<file path="config.mk">
export PLATFORM = sky130hd
export DESIGN_NAME = top_k_smallest_selector
export DESIGN_NICKNAME = d
export VERILOG_FILES = /design/src/sv/tks_pkg.sv /design/src/sv/tks_datapath.sv /design/src/sv/tks_ctrl.sv /design/src/sv/top_k_smallest_selector.sv
export SDC_FILE = /design/constraint.sdc
export NUM_CORES = 2
export LEC_CHECK = 0
export BUFFER_PORTS_ARGS = -buffer_cell sky130_fd_sc_hd__buf_2
export CAP_MARGIN = 5
export CORE_UTILIZATION = 23
export DETAILED_ROUTE_END_ITERATION = 7
export PLACE_DENSITY = 0.33
export REMOVE_ABC_BUFFERS = 1
export SLEW_MARGIN = 20
export SYNTH_ARGS = -nofsm -noshare
export SYNTH_HDL_FRONTEND = slang
export SYNTH_SLANG_ARGS = --single-unit
</file>
<file path="constraint.sdc">
create_clock -name clock -period 12.55 [get_ports clock]
set_clock_uncertainty 0.05 [all_clocks]
set_input_delay 0.6275 -clock clock [delete_from_list [all_inputs] [get_ports clock]]
set_output_delay 0.6275 -clock clock [all_outputs]
set_load 0.02 [all_outputs]
</file>
<file path="src/sv/tks_pkg.sv">
// Shared types and constants for the top-k smallest selector.
// Depends on nothing; used by the controller, datapath and top level.
package tks_pkg;

   localparam int KMax = 16;
   localparam int IdxW = $clog2(KMax);
   localparam int CntW = $clog2(KMax + 1);
   localparam int KeepW = 5;

   typedef enum logic [2:0] {
      OP_NONE  = 3'd0,
      OP_PUSH  = 3'd1,
      OP_SIFT  = 3'd2,
      OP_POP   = 3'd3,
      OP_ARRV  = 3'd4
   } op_type;

   typedef struct packed {
      op_type              op;
      logic [CntW-1:0]     fill;
      logic [IdxW-1:0]     arrv_idx;
   } cmd_type;

   typedef struct packed {
      logic                busy;
      logic signed [31:0]  top;
      logic signed [31:0]  arrv_data;
   } sts_type;

endpackage

</file>
<file path="src/sv/tks_datapath.sv">
// Datapath: heap memory with sift unit and arrival memory.
// Depends on tks_pkg; driven by tks_ctrl through cmd_type/sts_type.
module tks_datapath
   import tks_pkg::*;
(
   input  logic               clock,
   input  logic               reset,
   input  logic               cmd_go,
   input  cmd_type            cmd,
   input  logic signed [31:0] din,
   output sts_type            sts
);

   logic signed [31:0] heap_mem [KMax];
   logic signed [31:0] arrv_mem [KMax];

   typedef enum logic [3:0] {
      D_IDLE = 4'b0001,
      D_UP   = 4'b0010,
      D_DOWN = 4'b0100,
      D_POPL = 4'b1000
   } dst_type;

   dst_type dst_ff, dst_in;
   logic [CntW-1:0] pos_ff, pos_in;
   logic [CntW-1:0] n_ff, n_in;
   logic signed [31:0] val_ff, val_in;
   logic signed [31:0] top_ff, top_in;
   logic signed [31:0] arrv_rd_ff;
   logic [CntW:0] lc, rc;
   logic signed [31:0] lv, rv, pv;
   logic [IdxW-1:0] par;
   logic we;
   logic [IdxW-1:0] wa;
   logic signed [31:0] wd;

   always_comb begin
      lc = {pos_ff, 1'b1};
      rc = lc + 1'b1;
      lv = heap_mem[lc[IdxW-1:0]];
      rv = heap_mem[rc[IdxW-1:0]];
      par = IdxW'((pos_ff - 1'b1) >> 1);
      pv = heap_mem[par];
   end

   always_comb begin
      dst_in = dst_ff;
      pos_in = pos_ff;
      n_in = n_ff;
      val_in = val_ff;
      top_in = top_ff;
      we = 1'b0;
      wa = '0;
      wd = val_ff;
      unique case (dst_ff)
         D_IDLE: begin
            if (cmd_go) begin
               case (cmd.op)
                  OP_PUSH: begin
                     val_in = din; pos_in = cmd.fill; n_in = cmd.fill + 1'b1;
                     dst_in = D_UP;
                  end
                  OP_SIFT: begin
                     val_in = din; pos_in = '0; n_in = cmd.fill; dst_in = D_DOWN;
                  end
                  OP_POP: begin
                     n_in = cmd.fill - 1'b1; dst_in = D_POPL;
                  end
                  OP_ARRV: begin
                     we = 1'b0;
                  end
                  default: ;
               endcase
            end
         end
         D_POPL: begin
            val_in = heap_mem[n_ff[IdxW-1:0]];
            pos_in = '0;
            dst_in = D_DOWN;
         end
         D_UP: begin
            // climb while parent is smaller
            if (pos_ff != '0 && pv < val_ff) begin
               we = 1'b1; wa = pos_ff[IdxW-1:0]; wd = pv;
               pos_in = CntW'(par);
            end else begin
               we = 1'b1; wa = pos_ff[IdxW-1:0]; wd = val_ff;
               dst_in = D_IDLE;
            end
         end
         D_DOWN: begin
            if (lc < (CntW+1)'(n_ff) && lv > val_ff &&
                !(rc < (CntW+1)'(n_ff) && rv > lv)) begin
               we = 1'b1; wa = pos_ff[IdxW-1:0]; wd = lv;
               pos_in = lc[CntW-1:0];
            end else if (rc < (CntW+1)'(n_ff) && rv > val_ff) begin
               we = 1'b1; wa = pos_ff[IdxW-1:0]; wd = rv;
               pos_in = rc[CntW-1:0];
            end else begin
               we = 1'b1; wa = pos_ff[IdxW-1:0]; wd = val_ff;
               dst_in = D_IDLE;
            end
         end
         default: dst_in = D_IDLE;
      endcase
      if (we && wa == '0) top_in = wd;
   end

   always_ff @(posedge clock) begin
      if (we) heap_mem[wa] <= wd;
      if (cmd_go && dst_ff == D_IDLE && cmd.op == OP_ARRV) arrv_mem[cmd.arrv_idx] <= din;
      if (cmd_go && dst_ff == D_IDLE && cmd.op == OP_PUSH) arrv_mem[cmd.arrv_idx] <= din;
      arrv_rd_ff <= arrv_mem[cmd.arrv_idx];
      val_ff <= val_in;
      top_ff <= top_in;
      pos_ff <= pos_in;
      n_ff <= n_in;
      if (reset) dst_ff <= D_IDLE;
      else dst_ff <= dst_in;
   end

   assign sts = '{busy: (dst_ff != D_IDLE), top: top_ff, arrv_data: arrv_rd_ff};

   a_popl_down: assert property (@(posedge clock) disable iff (reset)
      dst_ff == D_POPL |=> dst_ff == D_DOWN) else $error("pop must sift");
   a_go_idle: assert property (@(posedge clock) disable iff (reset)
      dst_ff == D_UP && dst_in == D_IDLE |-> we) else $error("final write missing");
   a_down_bound: assert property (@(posedge clock) disable iff (reset)
      dst_ff == D_DOWN |-> pos_ff < n_ff || n_ff == '0) else $error("sift out of range");

endmodule

</file>
<file path="src/sv/tks_ctrl.sv">
// Controller: run bookkeeping, handshakes and output register.
// Depends on tks_pkg; commands tks_datapath.
module tks_ctrl
   import tks_pkg::*;
(
   input  logic               clock,
   input  logic               reset,
   input  logic [KeepW-1:0]   keep,
   input  logic               in_valid,
   output logic               in_ready,
   input  logic signed [31:0] in_val,
   input  logic               in_last,
   output logic               out_valid,
   input  logic               out_ready,
   output logic signed [31:0] out_val,
   output logic               out_last,
   output logic               cmd_go,
   output cmd_type            cmd,
   input  sts_type            sts
);

   typedef enum logic [4:0] {
      S_IN   = 5'b00001,
      S_WAIT = 5'b00010,
      S_POP  = 5'b00100,
      S_ARD  = 5'b01000,
      S_OUT  = 5'b10000
   } st_type;

   st_type st_ff, st_in;
   logic [CntW-1:0] seen_ff, seen_in, fill_ff, fill_in, run_ff, run_in;
   logic [CntW-1:0] idx_ff, idx_in;
   logic last_ff, last_in;
   logic ov_ff, ov_in, ol_ff, ol_in;
   logic signed [31:0] od_ff, od_in;
   logic [CntW-1:0] rk;
   logic acc;

   always_comb begin
      rk = (seen_ff == '0 && fill_ff == '0) ?
           ((keep > KeepW'(KMax)) ? CntW'(KMax) : CntW'(keep)) : run_ff;
      st_in = st_ff; seen_in = seen_ff; fill_in = fill_ff; run_in = run_ff;
      idx_in = idx_ff; last_in = last_ff;
      ov_in = ov_ff; ol_in = ol_ff; od_in = od_ff;
      cmd_go = 1'b0; cmd = '{op: OP_NONE, fill: fill_ff, arrv_idx: idx_ff[IdxW-1:0]};
      in_ready = (st_ff == S_IN) && !ov_ff;
      acc = in_valid && in_ready;
      if (ov_ff && out_ready) ov_in = 1'b0;
      unique case (st_ff)
         S_IN: if (acc) begin
            run_in = rk; last_in = in_last;
            if (rk != '0 && seen_ff < rk) begin
               cmd_go = 1'b1;
               cmd = '{op: OP_PUSH, fill: fill_ff, arrv_idx: seen_ff[IdxW-1:0]};
               seen_in = seen_ff + 1'b1; fill_in = fill_ff + 1'b1;
               st_in = S_WAIT;
            end else if (rk != '0 && fill_ff != '0 && in_val < sts.top) begin
               cmd_go = 1'b1;
               cmd = '{op: OP_SIFT, fill: fill_ff, arrv_idx: '0};
               st_in = S_WAIT;
            end else if (in_last) begin
               // full heap left untouched by the last item: drain it
               if (rk != '0) st_in = S_WAIT;
               else begin
                  seen_in = '0; fill_in = '0;
               end
            end
         end
         S_WAIT: if (!sts.busy) begin
            if (!last_ff) st_in = S_IN;
            else if (seen_ff < run_ff) begin
               idx_in = '0; st_in = S_ARD;
            end else begin
               st_in = S_POP;
            end
         end
         S_POP: if (!sts.busy && !ov_ff) begin
            // capture top, then pop and sift
            od_in = sts.top; ov_in = 1'b1; ol_in = (fill_ff == CntW'(1));
            fill_in = fill_ff - 1'b1;
            if (fill_ff != CntW'(1)) begin
               cmd_go = 1'b1; cmd = '{op: OP_POP, fill: fill_ff, arrv_idx: '0};
            end else begin
               seen_in = '0; st_in = S_IN;
            end
         end
         S_ARD: st_in = S_OUT;
         S_OUT: if (!ov_ff) begin
            od_in = sts.arrv_data; ov_in = 1'b1;
            ol_in = (idx_ff + 1'b1 == seen_ff);
            idx_in = idx_ff + 1'b1;
            cmd = '{op: OP_NONE, fill: fill_ff, arrv_idx: IdxW'(idx_ff + 1'b1)};
            if (ol_in) begin
               seen_in = '0; fill_in = '0; st_in = S_IN;
            end else st_in = S_ARD;
         end
         default: st_in = S_IN;
      endcase
      if (st_ff == S_ARD) cmd.arrv_idx = idx_ff[IdxW-1:0];
   end

   always_ff @(posedge clock) begin
      od_ff <= od_in; ol_ff <= ol_in; run_ff <= run_in; idx_ff <= idx_in;
      last_ff <= last_in;
      if (reset) begin
         st_ff <= S_IN; seen_ff <= '0; fill_ff <= '0; ov_ff <= 1'b0;
      end else begin
         st_ff <= st_in; seen_ff <= seen_in; fill_ff <= fill_in; ov_ff <= ov_in;
      end
   end

   assign out_valid = ov_ff;
   assign out_val = od_ff;
   assign out_last = ol_ff;

   a_fill_bound: assert property (@(posedge clock) disable iff (reset)
      fill_ff <= CntW'(KMax)) else $error("heap overfilled");
   a_seen_fill: assert property (@(posedge clock) disable iff (reset)
      fill_ff <= seen_ff) else $error("fill exceeds seen");
   a_no_in_busy: assert property (@(posedge clock) disable iff (reset)
      st_ff != S_IN |-> !in_ready) else $error("ready while busy");

endmodule

</file>
<file path="src/sv/top_k_smallest_selector.sv">
// Top-k smallest selector: keeps the k smallest signed values of a stream.
// A push or replace stalls the input while the heap sifts, one heap level per cycle.
// A full heap drains by capturing the top, then popping and sifting, for each result.
// Drain of a short stream: results are read from the arrival memory.
// Reset (synchronous, active high): keep_count returns to 1, run state clears.
// Depends on tks_pkg, tks_ctrl and tks_datapath.
module top_k_smallest_selector
   import tks_pkg::*;
(
   input  logic        clock,
   input  logic        reset,
   input  logic        csr_we,
   input  logic [4:0]  csr_wdata,
   input  logic        req_tvalid,
   output logic        req_tready,
   input  logic [31:0] req_tdata,   // [31:0] sample_value
   input  logic        req_tlast,   // is_last
   output logic        rsp_tvalid,
   input  logic        rsp_tready,
   output logic [31:0] rsp_tdata,   // [31:0] kept_value
   output logic        rsp_tlast    // is_final
);

   logic [KeepW-1:0] keep_ff;
   logic cmd_go;
   cmd_type cmd;
   sts_type sts;
   logic signed [31:0] ov;

   // hold keep count; latched per run in the controller
   always_ff @(posedge clock) begin
      if (reset) keep_ff <= KeepW'(1);
      else if (csr_we) keep_ff <= csr_wdata;
   end

   tks_ctrl u_ctrl (
      .clock, .reset, .keep(keep_ff),
      .in_valid(req_tvalid), .in_ready(req_tready),
      .in_val(signed'(req_tdata)), .in_last(req_tlast),
      .out_valid(rsp_tvalid), .out_ready(rsp_tready),
      .out_val(ov), .out_last(rsp_tlast),
      .cmd_go, .cmd, .sts
   );

   tks_datapath u_dp (
      .clock, .reset, .cmd_go, .cmd, .din(signed'(req_tdata)), .sts
   );

   assign rsp_tdata = ov;

endmodule
</file>
==> run summary <==
Avg Cell Area, Syn = 15.4 sq um
Max-slew headroom = 0.332
Share of cells above drive strength 1 = 0.267
Fin worst setup slack = 3.39 ns
Final HPWL DP = 138 mm
Final setup vio count = 0
Clock Root Buffer = clkbuf_16
CP Launch Point = u_dp.pos_ff[0]$_DFFE_PP_
MaxCap Viol Count = 0
DRT Pass-1 Iters = 5
Kind of critical path = flip-flop to flip-flop
Cell area power density = 235 nW/um^2
Worst-path fanout max = 76
Most frequent cell after synthesis = edfxtp_1
Remaining DRCs = 0
Measured slew at the worst slew-check pin = 0.995 ns
Critical-path top delay cell = ha_4
Critical Path RT = 13.00 ns
Hold path start = req_tlast
EDFF count, synth = 1110
Dominant cell type by area after synthesis = edfxtp_1
Slew Limit Fails = 0
Top-area cell type share of the netlist area = 0.564
Largest net degree at the start of global routing = 136
Ys async rst share = 0
Worst skew pair latency = 0.81 ns
Final design utilization = 0.270
Vias = 37.2k
Cell family with most CP delay = compound AO/OA/AOI/OAI gates
Cell count along the critical path = 17
Post-CTS Resized = 0
Register area share after synthesis = 0.586
Initial antenna violation count = 25
Post-Syn Area = 59100 sq um
Count of buffers from port buffering = 77
Most area-consuming cells after synthesis = edfxtp_1 56%, mux4_2 17%, ha_1 4.0%, nand2_1 2.3%, dfxtp_1 2.2%
CTS buffer count = 146
RR Startpoint = u_dp.pos_ff[0]$_DFFE_PP_
CP peak stage delay = 0.94 ns
Flop and latch count out of synthesis = 1174
Die area = 259000 sq um
Buffers & Inverters on Critical Path = 4
DIE HEIGHT = 509 um
FP Rows = 185
Commonest cells in the netlist = 1110 x edfxtp_1, 450 x mux4_2, 356 x nand2_1
Unique cell type count in the Yosys netlist = 80
Final worst path period share = 0.730
DR WL/cell = 31.3 um
Power, Total = 16.1 mW
Yosys warns = 0
Most frequent CP cell = buf_4
Clk buf depth = 3
Core Box Area = 255000 sq um
Multi-input logic area = 23200 sq um
Fin Setup TNS = 0 ns
Cells on worst reg2reg path = 17
GP Congestion = 0.791
Startpoint types = flip-flop
Area growth syn-to-layout = 16.3%
GRT Total Usage = 0.178
CTS tree = done
Setup WS pre-CTS = 3.17 ns
Final-report hold violation count = 0
Routed wire length = 231 mm
Chip width = 509 um
Crit path time final = 9.16 ns
Initial detailed-routing violation count = 3372
Initial Util = 0.232
Worst vdd ir = 0.000283 V
Vias/cell = 5.04
Cells along the critical path = buf_12, inv_1, ha_4, buf_4, mux4_2, mux2_2, ha_1, a21o_1, a211oi_1, o21ai_0, o32ai_1, a31o_2, or2_2, nand2_1, o22ai_2, buf_4, a221o_1
Vias in the first global route = 38.4k
Global-route wire length before repair = 322 mm
Final layout net count = 4121
Worst min-delay path class = primary input to flip-flop
Synthesized netlist cell count = 3829
P_leak = 22.6 nW
Outcome = finished, final reports clean
GRT overflow = 0
I/O pins = 78
Crit end category = flip-flop
Hold depth = 1
Worst EP arrival = 9.61 ns
RSZ-0062 raised after global routing = no
Reg area = 34600 sq um
Fill cell count = 25.8k
Post-route ant nets = 0
Clk sink count = 1174
Fmax = 109 MHz
Worst-path clk slew = 0.07 ns
CTS HTree Levels = 4
Dominant synthesized flop cell = edfxtp_1
==> logic make-up (layout without fill, tap and decap cells) <==
logic type,Yosys count,count (layout),synth area share
DFF,1174,1174,0.586
buffers and inverters,410,592,0.0295
xor gates and xnor gates,18,18,0.00280
muxes,580,580,0.196
other,0,8,0
adders and majority gates,189,189,0.0400
and+or+nand+nor,840,840,0.0706
AOI/OAI and AO/OA,618,618,0.0755
==> path summary, 6_finish.rpt <==
check                                         end  slack (ns)
hold reg to reg      u_ctrl.out_val[13]$_DFFE_PP_        0.46
setup reg to reg  u_dp.heap_mem[12][17]$_DFFE_PP_        3.39
hold / removal           u_ctrl.last_ff$_DFFE_PP_        0.08
setup / recovery  u_dp.heap_mem[12][17]$_DFFE_PP_        3.39
==> layer usage <==
metal | GRT usage | wire length [um] | vias up
met2 | 0.289 | 109000 | 1111
met5 | 0 | 0 | -
met3 | 0.0293 | 11800 | 249
met1 | 0.246 | 106000 | 20000
met4 | 0.0402 | 4710 | 0
li1 | - | - | 15800
==> layout make-up <==
class,count,share of cell area
inverter,133,0.00726
antenna,8,0.000291
tap,3366,0.0613
clock inverter,72,0.0121
clock buffer,198,0.0584
multi-input combinational,2245,0.338
timing repair buffer,189,0.0189
sequential,1174,0.504
==> power by group <==
| group | total (mW) | switching, mW | internal (mW) |
|---|---|---|---|
| Combinational | 6.90 | 4.32 | 2.59 |
| Sequential | 4.88 | 0.260 | 4.62 |
| Clock | 4.34 | 1.78 | 2.56 |
==> worst register-to-register path: stages (launching register included) <==
cell and delay, ns:
edfxtp_1 0.37, buf_12 0.54, inv_1 0.40, ha_4 0.95, buf_4 0.52, mux4_2 0.55, mux2_2 0.32, ha_1 0.19
a21o_1 0.18, a211oi_1 0.82, o21ai_0 0.24, o32ai_1 0.35, a31o_2 0.74, or2_2 0.72, nand2_1 0.19, o22ai_2 0.75
buf_4 0.40, a221o_1 0.59
==> what timing repair did <==
| action | 4_1_cts | 5_1_grt |
|---|---|---|
| endpoints found under the hold margin | 5 | 0 |
| hold buffers | 5 | 0 |
| buffers inserted | 0 | 0 |
==> sequential cells by signal, indices dropped and copies added, names as in the netlist, named ones only <==
register / count
u_ctrl.out_valid: 1
u_ctrl.fill_ff: 5
u_dp.heap_mem: 512
u_ctrl.out_last: 1
keep_ff: 5
u_dp.n_ff: 5
u_dp.dst_ff: 4
u_dp.arrv_rd_ff: 32
u_ctrl.st_ff: 5
u_dp.val_ff: 32
u_dp.pos_ff: 5
u_ctrl.out_val: 32
u_ctrl.run_ff: 5
u_ctrl.last_ff: 1
u_dp.arrv_mem: 512
u_ctrl.idx_ff: 5
u_ctrl.seen_ff: 5
==> cells in the final DEF, fill, tap and decap left out, types with 16 or more instances in the layout <==
| master | instances |
|---|---|
| a211oi_1 | 136 |
| a21o_1 | 33 |
| a21oi_1 | 77 |
| a311oi_1 | 128 |
| a31o_2 | 16 |
| and2_1 | 19 |
| and3_1 | 130 |
| buf_2 | 78 |
| buf_4 | 101 |
| clkbuf_1 | 39 |
| clkbuf_16 | 149 |
| clkinv_2 | 24 |
| dfxtp_1 | 57 |
| edfxtp_1 | 1110 |
| ha_1 | 188 |
| inv_1 | 133 |
| mux2_2 | 102 |
| mux2i_1 | 28 |
| mux4_2 | 450 |
| nand2_1 | 353 |
| nand3_1 | 30 |
| nand4_1 | 34 |
| nor2_1 | 81 |
| nor2_4 | 29 |
| nor2b_1 | 18 |
| nor3_1 | 38 |
| o21ai_0 | 115 |
| o221ai_2 | 16 |
| or4_1 | 35 |
==> through the flow <==
| stage | cell area, sq um | instances | hold WS [ns] |
|---|---|---|---|
| 4_1_cts | 68600 | 7377 | 0.00409 |
| 3_3_place_gp | 63700 | 7101 | 0.453 |
| 2_1_floorplan | 57800 | 3552 | 0.416 |
| 6_report | 68700 | 7385 | 0.0757 |
| 3_5_place_dp | 63700 | 7102 | 0.450 |
| 5_1_grt | 68700 | 7380 | 0.00585 |
Note: power is estimated with default switching activity, not from simulation.
